==> src/design/assert_macros.svh <==
// Assertion helpers used by the RTL.
`ifndef ASSERT_MACROS_SVH
`define ASSERT_MACROS_SVH

// Clocked check, quiet while reset is low.
`define ASSERT_CLK(label, clk, rst_n, prop, msg) \
  label: assert property (@(posedge clk) disable iff (!rst_n) prop) else $error(msg);

// Clocked check that also holds during reset.
`define ASSERT_ALWAYS(label, clk, prop, msg) \
  label: assert property (@(posedge clk) prop) else $error(msg);

`endif

==> src/design/mafq_pkg.sv <==
package mafq_pkg;

  localparam int MAX_FRAME_LEN = 512;
  localparam int CNT_W         = $clog2(MAX_FRAME_LEN + 1);
  localparam int FRAME_LEN_W   = 10;
  localparam int CMP_W         = (CNT_W > 10) ? CNT_W : 10;

  // item kinds
  localparam logic [1:0] KIND_CHAR    = 2'd0;
  localparam logic [1:0] KIND_END     = 2'd1;
  localparam logic [1:0] KIND_RELEASE = 2'd2;

  // verdict codes
  localparam logic [2:0] ST_ACCEPT    = 3'd0;
  localparam logic [2:0] ST_DELIM     = 3'd1;
  localparam logic [2:0] ST_ADDRESS   = 3'd2;
  localparam logic [2:0] ST_FUNCTION  = 3'd3;
  localparam logic [2:0] ST_LENGTH    = 3'd4;
  localparam logic [2:0] ST_BUSY      = 3'd5;
  localparam logic [2:0] ST_HEX       = 3'd6;

  localparam logic [7:0] CH_COLON     = 8'h3A;
  localparam logic [7:0] CH_CR        = 8'h0D;
  localparam logic [7:0] CH_LF        = 8'h0A;
  localparam logic [7:0] RESET_ADDR   = 8'h7E;

  localparam logic [7:0] FN_FIRST_FIXED = 8'h01;
  localparam logic [7:0] FN_LAST_FIXED  = 8'h06;
  localparam logic [7:0] FN_WRITE_COILS = 8'h0F;
  localparam logic [7:0] FN_WRITE_REGS  = 8'h10;

  localparam int FIXED_FRAME_LEN = 17;
  localparam int WIDE_FRAME_BASE = 19;

  // character positions of decoded fields
  localparam int POS_ADDR_HI = 1;
  localparam int POS_ADDR_LO = 2;
  localparam int POS_FUNC_HI = 3;
  localparam int POS_FUNC_LO = 4;
  localparam int POS_BC_HI   = 13;
  localparam int POS_BC_LO   = 14;

  typedef struct packed {
    logic [CNT_W-1:0] count;
    logic [7:0]       first;
    logic [15:0]      last2;
    logic [7:0]       addr;
    logic [7:0]       func;
    logic [7:0]       nbytes;
    logic             hex_err;
  } frame_t;

  // {bad, nibble}; bad set for anything that is not a hex digit
  function automatic logic [4:0] hex_decode(input logic [7:0] c);
    logic [4:0] r;
    if (c inside {[8'h30:8'h39]}) begin
      r = {1'b0, 4'(c - 8'h30)};
    end else if (c inside {[8'h41:8'h46]}) begin
      r = {1'b0, 4'(c - 8'h37)};
    end else if (c inside {[8'h61:8'h66]}) begin
      r = {1'b0, 4'(c - 8'h57)};
    end else begin
      r = 5'b1_0000;
    end
    return r;
  endfunction

endpackage

==> src/design/modbus_ascii_frame_qualifier_core.sv <==
// A line-idle item shows its verdict on out_* in the cycle after it is accepted.
// Throughput: one item per cycle while in_ready is high; each character is a counter step and a hex decode.
// in_ready drops only while a verdict sits in the output register and out_ready is low.
// Reset (rst_n low, synchronous): frame state and pending flag clear, output empty,
// slave address back to 0x7E.
`include "assert_macros.svh"

module modbus_ascii_frame_qualifier_core (
  input  logic       clk,
  input  logic       rst_n,
  // configuration
  input  logic       cfg_we,
  input  logic [7:0] cfg_slave_address,
  // character / control items
  input  logic       in_valid,
  output logic       in_ready,
  input  logic [1:0] in_kind,
  input  logic [7:0] in_data_byte,
  // verdicts
  output logic       out_valid,
  input  logic       out_ready,
  output logic [2:0] out_status,
  output logic [9:0] out_frame_length,
  output logic [7:0] out_function_code
);

  // frame collection state
  mafq_pkg::frame_t frame_r, frame_nxt;
  logic [3:0]       hold_r, hold_nxt;
  logic             pending_r, pending_nxt;
  logic [7:0]       slave_addr_r;

  // output register
  logic       out_valid_r, out_valid_nxt;
  logic [2:0] status_r, status_nxt;
  logic [9:0] len_r, len_nxt;
  logic [7:0] func_r, func_nxt;

  logic       in_fire;
  logic [2:0] verdict;
  logic [4:0] hex;
  logic [3:0] nib;
  logic       wide;
  logic       is_decoded;

  assign in_ready = !out_valid_r || out_ready;
  assign in_fire  = in_valid && in_ready;

  mafq_verdict u_verdict (
    .frame         (frame_r),
    .slave_address (slave_addr_r),
    .status        (verdict)
  );

  assign hex  = mafq_pkg::hex_decode(in_data_byte);
  assign nib  = hex[4] ? 4'd0 : hex[3:0];
  assign wide = (frame_r.func == mafq_pkg::FN_WRITE_COILS) ||
                (frame_r.func == mafq_pkg::FN_WRITE_REGS);

  // positions that take a hex digit
  always_comb begin
    is_decoded = 1'b0;
    if (frame_r.count == mafq_pkg::CNT_W'(mafq_pkg::POS_ADDR_HI) ||
        frame_r.count == mafq_pkg::CNT_W'(mafq_pkg::POS_ADDR_LO) ||
        frame_r.count == mafq_pkg::CNT_W'(mafq_pkg::POS_FUNC_HI) ||
        frame_r.count == mafq_pkg::CNT_W'(mafq_pkg::POS_FUNC_LO)) begin
      is_decoded = 1'b1;
    end else if (wide && (frame_r.count == mafq_pkg::CNT_W'(mafq_pkg::POS_BC_HI) ||
                          frame_r.count == mafq_pkg::CNT_W'(mafq_pkg::POS_BC_LO))) begin
      is_decoded = 1'b1;
    end
  end

  always_comb begin
    frame_nxt     = frame_r;
    hold_nxt      = hold_r;
    pending_nxt   = pending_r;
    out_valid_nxt = out_valid_r && !out_ready;
    status_nxt    = status_r;
    len_nxt       = len_r;
    func_nxt      = func_r;

    if (in_fire) begin
      case (in_kind)
        mafq_pkg::KIND_CHAR: begin
          // characters are dropped while an accepted frame waits for release
          if (!pending_r) begin
            if (frame_r.count >= mafq_pkg::CNT_W'(mafq_pkg::MAX_FRAME_LEN)) begin
              // overflow: count saturates, frame is flagged as bad hex
              frame_nxt.hex_err = 1'b1;
            end else begin
              if (frame_r.count == '0) begin
                frame_nxt.first = in_data_byte;
              end
              frame_nxt.last2 = {frame_r.last2[7:0], in_data_byte};
              if (is_decoded && hex[4]) begin
                frame_nxt.hex_err = 1'b1;
              end
              if (frame_r.count == mafq_pkg::CNT_W'(mafq_pkg::POS_ADDR_HI) ||
                  frame_r.count == mafq_pkg::CNT_W'(mafq_pkg::POS_FUNC_HI) ||
                  (wide && frame_r.count == mafq_pkg::CNT_W'(mafq_pkg::POS_BC_HI))) begin
                hold_nxt = nib;
              end else if (frame_r.count == mafq_pkg::CNT_W'(mafq_pkg::POS_ADDR_LO)) begin
                frame_nxt.addr = {hold_r, nib};
              end else if (frame_r.count == mafq_pkg::CNT_W'(mafq_pkg::POS_FUNC_LO)) begin
                frame_nxt.func = {hold_r, nib};
              end else if (wide && frame_r.count == mafq_pkg::CNT_W'(mafq_pkg::POS_BC_LO)) begin
                frame_nxt.nbytes = {hold_r, nib};
              end
              frame_nxt.count = frame_r.count + 1'b1;
            end
          end
        end
        mafq_pkg::KIND_END: begin
          out_valid_nxt = 1'b1;
          if (pending_r) begin
            status_nxt = mafq_pkg::ST_BUSY;
            len_nxt    = '0;
            func_nxt   = '0;
          end else begin
            status_nxt = verdict;
            len_nxt    = mafq_pkg::FRAME_LEN_W'(frame_r.count);
            func_nxt   = frame_r.func;
            if (verdict == mafq_pkg::ST_ACCEPT) begin
              pending_nxt = 1'b1;
            end
            frame_nxt = '0;
            hold_nxt  = '0;
          end
        end
        mafq_pkg::KIND_RELEASE: begin
          pending_nxt = 1'b0;
        end
        default: begin
          // unused kind: no effect
        end
      endcase
    end
  end

  always_ff @(posedge clk) begin
    if (!rst_n) begin
      frame_r      <= '0;
      hold_r       <= '0;
      pending_r    <= 1'b0;
      out_valid_r  <= 1'b0;
      slave_addr_r <= mafq_pkg::RESET_ADDR;
    end else begin
      frame_r     <= frame_nxt;
      hold_r      <= hold_nxt;
      pending_r   <= pending_nxt;
      out_valid_r <= out_valid_nxt;
      if (cfg_we) begin
        slave_addr_r <= cfg_slave_address;
      end
    end
  end

  // verdict payload, no reset needed
  always_ff @(posedge clk) begin
    status_r <= status_nxt;
    len_r    <= len_nxt;
    func_r   <= func_nxt;
  end

  assign out_valid         = out_valid_r;
  assign out_status        = status_r;
  assign out_frame_length  = len_r;
  assign out_function_code = func_r;

  `ASSERT_CLK(a_accept_sets_pending, clk, rst_n,
    in_fire && in_kind == mafq_pkg::KIND_END && !pending_r &&
    verdict == mafq_pkg::ST_ACCEPT |=> pending_r,
    "accepted frame did not become pending")
  `ASSERT_CLK(a_pending_drops_chars, clk, rst_n,
    pending_r && in_fire && in_kind == mafq_pkg::KIND_CHAR |=> $stable(frame_r),
    "character changed frame state while a frame was pending")
  `ASSERT_CLK(a_count_bounded, clk, rst_n,
    frame_r.count <= mafq_pkg::CNT_W'(mafq_pkg::MAX_FRAME_LEN),
    "character count beyond buffer length")
  `ASSERT_CLK(a_busy_payload_zero, clk, rst_n,
    out_valid_r && status_r == mafq_pkg::ST_BUSY |-> len_r == '0 && func_r == '0,
    "busy verdict carries frame data")

endmodule

==> src/design/mafq_verdict.sv <==
// Frame verdict from the collected frame fields.
module mafq_verdict (
  input  mafq_pkg::frame_t frame,
  input  logic [7:0]       slave_address,
  output logic [2:0]       status
);

  logic [mafq_pkg::CMP_W-1:0] count_ext;
  logic [mafq_pkg::CMP_W-1:0] wide_len;
  logic                       fixed_fn;
  logic                       wide_fn;

  assign count_ext = mafq_pkg::CMP_W'(frame.count);
  assign wide_len  = mafq_pkg::CMP_W'(mafq_pkg::WIDE_FRAME_BASE)
                   + mafq_pkg::CMP_W'({frame.nbytes, 1'b0});
  assign fixed_fn  = (frame.func >= mafq_pkg::FN_FIRST_FIXED) &&
                     (frame.func <= mafq_pkg::FN_LAST_FIXED);
  assign wide_fn   = (frame.func == mafq_pkg::FN_WRITE_COILS) ||
                     (frame.func == mafq_pkg::FN_WRITE_REGS);

  always_comb begin
    if ((count_ext < mafq_pkg::CMP_W'(3)) || (frame.first != mafq_pkg::CH_COLON) ||
        (frame.last2 != {mafq_pkg::CH_CR, mafq_pkg::CH_LF})) begin
      status = mafq_pkg::ST_DELIM;
    end else if (frame.hex_err) begin
      status = mafq_pkg::ST_HEX;
    end else if (frame.addr != slave_address) begin
      status = mafq_pkg::ST_ADDRESS;
    end else if (fixed_fn) begin
      status = (count_ext == mafq_pkg::CMP_W'(mafq_pkg::FIXED_FRAME_LEN)) ?
               mafq_pkg::ST_ACCEPT : mafq_pkg::ST_LENGTH;
    end else if (wide_fn) begin
      status = (count_ext == wide_len) ? mafq_pkg::ST_ACCEPT : mafq_pkg::ST_LENGTH;
    end else begin
      status = mafq_pkg::ST_FUNCTION;
    end
  end

endmodule

==> config.mk <==
export PLATFORM = sky130hd
export DESIGN_NAME = modbus_ascii_frame_qualifier_core
export DESIGN_NICKNAME = d
export VERILOG_FILES = /design/src/design/mafq_pkg.sv /design/src/design/modbus_ascii_frame_qualifier_core.sv /design/src/design/mafq_verdict.sv
export VERILOG_INCLUDE_DIRS = /design/src /design/src/design
export SDC_FILE = /design/constraint.sdc
export NUM_CORES = 1
export LEC_CHECK = 0
export BUFFER_PORTS_ARGS = -buffer_cell sky130_fd_sc_hd__buf_2
export CAP_MARGIN = 40
export CELL_PAD_IN_SITES_DETAIL_PLACEMENT = 1
export CELL_PAD_IN_SITES_GLOBAL_PLACEMENT = 2
export CORE_UTILIZATION = 30
export DETAILED_ROUTE_END_ITERATION = 10
export PLACE_DENSITY_LB_ADDON = 0.1
export SYNTH_ARGS = -nofsm -noshare
export SYNTH_HDL_FRONTEND = slang
export SYNTH_HIERARCHICAL = 1
export SYNTH_SLANG_ARGS = --single-unit
==> constraint.sdc <==
create_clock -name clk -period 3 [get_ports clk]
set_clock_uncertainty 0.2 [all_clocks]
set_input_delay 0.6 -clock clk [delete_from_list [all_inputs] [get_ports clk]]
set_output_delay 0.6 -clock clk [all_outputs]
set_load 0.005 [all_outputs]
==> results of run 1 <==
[kinds of logic after synthesis]
| logic type | after synthesis |
|---|---|
| mux | 39 |
| xor+xnor | 25 |
| flops | 94 |
| simple gates | 229 |
| fa+ha+maj | 11 |
| compound gates | 73 |
| buf+inv | 37 |
[flip-flops by register name (all words and copies together) (netlist names)]
| name | count |
|---|---|
| out_valid | 1 |
| hold_r | 4 |
| out_status | 3 |
| frame_r | 59 |
| out_frame_length | 10 |
| slave_addr_r | 8 |
| pending_r | 1 |
| out_function_code | 8 |
[synthesized netlist by cell type (all sizes together), types with 11 or more instances]
| library cell | n | area share (%) |
|---|---|---|
| a21oi | 29 | 3.6 |
| nor2b | 31 | 4.1 |
| clkbuf | 14 | 1.1 |
| nand3 | 16 | 1.8 |
| nor2 | 36 | 2.8 |
| xnor2 | 16 | 2.9 |
| o21ai | 12 | 1.3 |
| ha | 11 | 2.9 |
| nand2 | 81 | 6.4 |
| edfxtp | 21 | 13 |
| inv | 13 | 1.0 |
| mux2i | 39 | 8.2 |
| dfxtp | 73 | 31 |
[per-stage QoR]
step	total power, mW	std cells	setup slack (ns)	utilization (%)	hold slack (ns)
2_1_floorplan	1.502	508	0.3922	-	0.2236
3_3_place_gp	1.578	759	0.2956	34.51	0.2379
3_5_place_dp	1.581	759	0.1871	34.51	0.2374
4_1_cts	2.788	774	0.1887	36.51	0.2487
5_1_grt	2.869	774	0.007940	36.53	0.2660
6_report	2.750	774	0.2363	36.53	0.2466
[power breakdown]
group          switching [mW]  internal (mW)  leakage [nW]
sequential             0.0184           1.32         0.787
clock                   0.492          0.709         0.155
combinational           0.130         0.0836          1.20
total                   0.641           2.11          2.14
[layout by cell type (no fill, tap or decap), types with 4 or more instances in the layout]
master	synthesis	routed
nand2_1	81	81
dfxtp_1	73	73
buf_2	6	45
mux2i_1	39	39
nor2_1	36	36
nor2b_1	31	31
a21oi_1	26	26
edfxtp_1	21	21
buf_4	3	18
xnor2_1	16	16
nand3_1	15	15
inv_1	13	13
ha_1	11	10
nand4_1	9	9
o21ai_1	9	9
xor2_1	9	9
clkbuf_16	0	9
nor3_1	8	8
nor4b_1	5	5
and4_1	4	4
nor4_1	4	4
or3_1	4	4
or4_1	4	4
[what timing repair did]
| item | in CTS | in global routing |
|---|---|---|
| hold endpoints to repair | 0 | 0 |
| hold buffers | 0 | 0 |
| setup endpoints to repair | 0 | 1 |
| gates resized for setup | 0 | 2 |
[worst reg2reg max path: stages, from the launching register on]
cell       delay [ns]
dfxtp_1          0.41
ha_2             0.25
a21oi_1          0.11
or2_1            0.28
or4_1            0.50
o311a_1          0.14
o221a_1          0.25
nor2_1           0.09
a21oi_1          0.07
a2111oi_1        0.35
[metal layers]
metal	vias to the layer above	GRT usage [%]
li1	1899	-
met1	1867	22.92
met2	47	27.03
met3	11	2.671
met4	0	6.228
met5	-	0
[area by class of cell]
| class | instances | area, um2 | share of cell area [%] |
|---|---|---|---|
| Multi-Input combinational cell | 377 | 2539 | 45.21 |
| Inverter | 14 | 52.55 | 0.9358 |
| Sequential cell | 94 | 2092 | 37.25 |
| Timing Repair Buffer | 63 | 360.3 | 6.417 |
| Tap cell | 211 | 264.0 | 4.701 |
| Clock inverter | 3 | 41.29 | 0.7353 |
| Clock buffer | 12 | 266.5 | 4.746 |
[path summary, 6_finish.rpt]
| check | cells past startpoint | end |
|---|---|---|
| setup / recovery | 9 | pending_r |
| hold / removal | 2 | frame_r[43] |
| setup reg to reg | 9 | pending_r |
| hold reg to reg | 2 | frame_r[43] |
==> impl_results.md, run 1 <==
* Clock Latency Late Sink at approximately 0.35 ns
* Die area at 16460 um2
* Pre-antenna DRT Iters at 4
* P_leak at about 2.1 nW
* Final setup fails at 0
* Largest family of logic cells by synthesized area: simple AND/OR/NAND/NOR gates
* TritonCTS Buffers at 9
* Die W at 128.3 um
* Max_slew headroom at 58.85%
* Crit-path max FO at 5
* 1st-iter DRT viols at 129
* Slowest-stage cell, CP: or4_1
* Run status: completed
* Met2 WL at 5989 um
* P per Cell Area at 489.8 nW/um2
* H-tree depth at 3
* Initial antenna violation count at 0
* Worst EP required at 3.03 ns
* Reg clk slew, reported paths at 0.07 ns
* ANT cells at 0
* Post-synthesis sequential area ratio at 43.72%
* Pins Over Slew Limit at 0
* Fillers at between 1500 and 2000
* Synth Instances at between 500 and 600
* Hold Vio Cnt, Final at 0
* Cell at the root of the clock tree: clkbuf_16
* Remaining global-route overflow at 0
* Syn avg cell area at 9.418 um2
* Setup Buffers After CTS at 0
* Post-synthesis cell type count at 67
* Max-cap violations at 0
* Worst r2r src: frame_r[1]
* DRC Markers at 0
* Most common cell on crit path: a21oi_1
* FMAX at 361.8 MHz
* Wire length per cell at 16.85 um
* CTS Sinks at 94
* Critical path class: flop to flop
* VDD IR max at 295.3 uV
* Compound-Gate Fraction of Synth Area at 11.87%
* Post-Synth Adder-Cell Area at 2.877%
* Area of the core at 15370 um2
* Worst hold path type: flop to flop
* Detailed Place HPWL at 9765 um
* Initial core utilization at 31.13%
* Fin crit period at 2.764 ns
* Met3 Routed Length at 352 um
* Yosys reg bits at 94
* Pin count of the biggest net entering global routing at 25
* Clk buf depth at 2
* Synthesis Warnings at 6
* Highest metal used: met4
* Startpoint type of the worst setup path: flop
* CTS tree: yes
* Synth async-reset ratio at 0%
* EDFF count, synth at 21
* Post-Synth XOR/XNOR Area at between 4 and 5%
* Mapped cell area at 4785 um2
* Post-route cell area at 5615 um2
* Main synth FF type: dfxtp_1
* Die Ht at 128.3 um
* Max incr delay on CP at 0.50 ns
* Post-synthesis simple-gate area fraction at 25.50%
* Buffers and inverters on the worst path at 0
* Hold path start: frame_r[43]
* CP top delay family: compound AO/OA/AOI/OAI gates
* RSZ-0062 raised after global routing: false
* Num rows at 45
* Post-synthesis mux area share at roughly 8%
* ANT nets after route at 0
* Placed Area at 5304 um2
* Final GP Congestion at 0.7793
* Post-Route M1 WL at ~6500 um
* Drt via density at around 4.9
* Io pins at 46
* Net count after synthesis at between 500 and 600
* Worst Path Arrival at 2.79 ns
* Final setup TNS at 0 ns
* PortBufs at 45
* Detailed-route via count at 3824
* Crit. Startpoint: frame_r[1]
* Worst slew pin tran at 0.6163 ns
* Final nets at 593
* Worst Setup End Kind: flop
* Total Routing Usage GR at between 15 and 20%
* Final wirelength at 13040 um
* Final worst path period share at 92.12%
* Vias in the first global route at 3867
* Area delta synth->final at 17.36%
* Critical Path, Cell by Cell: ha_2, a21oi_1, or2_1, or4_1, o311a_1, o221a_1, nor2_1, a21oi_1, a2111oi_1
* Layout cells sized above 1 at 18.12%
* First-pass GRT wire length at 21120 um
* Register-to-Register Setup Slack at 0.24 ns
(Power assumes the default switching activity.)
==> run 2: changes to the inputs <==
CTS_CLUSTER_SIZE = 24   (was unset)
clock period = 2.77 ns   (was 3 ns; I/O delays follow)
==> run 2 against run 1 <==
Non-clock buffer count rose by 2. Setup slack worse by 0.041 ns. Fmax is 7.3% higher. Critical path type unchanged. Critical endpoint unchanged.
==> impl_results.md, run 2 (synthesized netlist as in run 1, its figures left out) <==
* Top reg by flops: frame_r
* Detailed Place HPWL at 9969 um
* Hold Vio Cnt, Final at 0
* Remaining global-route overflow at 0
* Initial core utilization at a little under a third
* Clock Latency Late Sink at 0.35 ns
* Layout cells sized above 1 at around a fifth
* Final worst path period share at 92.96%
* 1st-iter DRT viols at 144
* Setup Buffers After CTS at 0
* Final GP Congestion at 0.7722
* TritonCTS Buffers at 9
* Post-route cell area at 5664 um2
* Vias in the first global route at 3934
* P_leak at 2.153 nW
* Worst EP required at 2.79 ns
* PortBufs at between 40 and 50
* Final setup fails at 0
* Max incr delay on CP at 0.50 ns
* Io pins at 46
* Final setup TNS at 0 ns
* Max_slew headroom at 67.24%
* Worst Setup End Kind: flop
* Die W at 128.3 um
* Worst Path Arrival at 2.59 ns
* Max-cap violations at 0
* # hold bufs at CTS at 0
* Reg clk slew, reported paths at 0.07 ns
* Num rows at 45
* Final wirelength at between 10000 and 15000 um
* Fin crit period at 2.575 ns
* Commonest non-fill, non-tap cell in the layout: nand2_1
* P per Cell Area at 535.8 nW/um2
* Total power at 3.035 mW
* Drt via density at 4.906
* Slowest-stage cell, CP: or4_4
* Largest register FFs at 59
* H-tree depth at 3
* Most frequent cells in the layout: nand2_1 (81), dfxtp_1 (71), buf_2 (45)
* Wire length per cell at between 15 and 20 um
* Pin count of the biggest net entering global routing at 44
* RSZ-0062 raised after global routing: false
* Area delta synth->final at 18.38%
* Startpoint type of the worst setup path: flop
* Detailed-route via count at 3812
* Buffers and inverters on the worst path at 0
* Pins Over Slew Limit at 0
* Run status: completed
* Placed Area at 5319 um2
* Total Routing Usage GR at 16.98%
* Area of the core at 15370 um2
* Post-Route M1 WL at 6365 um
* Die area at between 15000 and 20000 um2
* CTS Sinks at 94
* DRC Markers at 0
* Met3 Routed Length at roughly 420 um
* First-pass GRT wire length at around 21000 um
* Crit-path max FO at 8
* VDD IR max at 313.7 uV
* Clk buf depth at 2
* Final nets at 595
* Worst slew pin tran at 0.4907 ns
* Met2 WL at 5999 um
* Worst hold path type: input pin to flop
* Initial antenna violation count at 0
* Critical path class: flop to flop
* CP top delay family: compound AO/OA/AOI/OAI gates
* Highest metal used: met4
* ANT nets after route at 0
* Die Ht at 128.3 um
* FMAX at 388.3 MHz
* Critical Path, Cell by Cell: nor3_1, or4_4, a2111oi_4, o311a_1, o221a_1, nor2_1, a21oi_1, a2111oi_2
* CTS tree: yes
* Pre-antenna DRT Iters at 4
* ANT cells at 0
* Cell at the root of the clock tree: clkbuf_16
==> run 2: worst paths after layout <==
| kind | from | end | slack, ns | cells after the start |
|---|---|---|---|---|
| min reg2reg | frame_r[45] | frame_r[45] | 0.25 | 2 |
| max | frame_r[9] | pending_r | 0.19 | 8 |
| max reg2reg | frame_r[9] | pending_r | 0.19 | 8 |
| min | cfg_slave_address[4] | slave_addr_r[4] | 0.22 | 3 |
==> run 2: worst reg2reg max path: cells and delay by family (launching register included) <==
| family | cells | cell delay (ns) |
|---|---|---|
| simple gates | 3 | 0.65 |
| compound gates | 5 | 1.14 |
| flops | 1 | 0.46 |
==> run 2: power by group <==
| part | switching [mW] | leakage, nW | internal, mW |
|---|---|---|---|
| registers | 0.0206 | 0.788 | 1.43 |
| logic | 0.143 | 1.21 | 0.0930 |
| clock network | 0.554 | 0.157 | 0.800 |
==> run 2: final cells by class <==
class / instances / area, um2
inverter: 14 / 52.55
timing repair buffer: 65 / 375.4
sequential: 94 / 2095
multi-input combinational: 377 / 2554
fill: 1769 / 9707
clock inverter: 6 / 95.09
clock buffer: 10 / 229.0
tap: 211 / 264.0
==> run 2: timing repair <==
action                                  in CTS  in global routing
gates resized for setup                      2                  4
cloned                                       0                  0
pin swaps                                    0                  1
endpoints found under the setup margin       1                  1
endpoints found under the hold margin        0                  0
==> run 2: through the flow <==
step | util (%) | instances | setup slack, ns | hold WS, ns
2_1_floorplan | - | 508 | 0.2045 | 0.2236
3_3_place_gp | 34.60 | 761 | 0.09094 | 0.2369
3_5_place_dp | 34.60 | 761 | -0.007757 | 0.2397
4_1_cts | 36.74 | 777 | 0.01077 | 0.2082
5_1_grt | 36.85 | 777 | 0.06718 | 0.2220
6_report | 36.85 | 777 | 0.1950 | 0.2164
==> run 2: layer usage <==
| metal | up-vias | global-route usage, % |
|---|---|---|
| met2 | 56 | 27.63 |
| met4 | 0 | 7.266 |
| li1 | 1907 | - |
| met5 | - | 0 |
| met3 | 15 | 2.671 |
| met1 | 1834 | 22.23 |
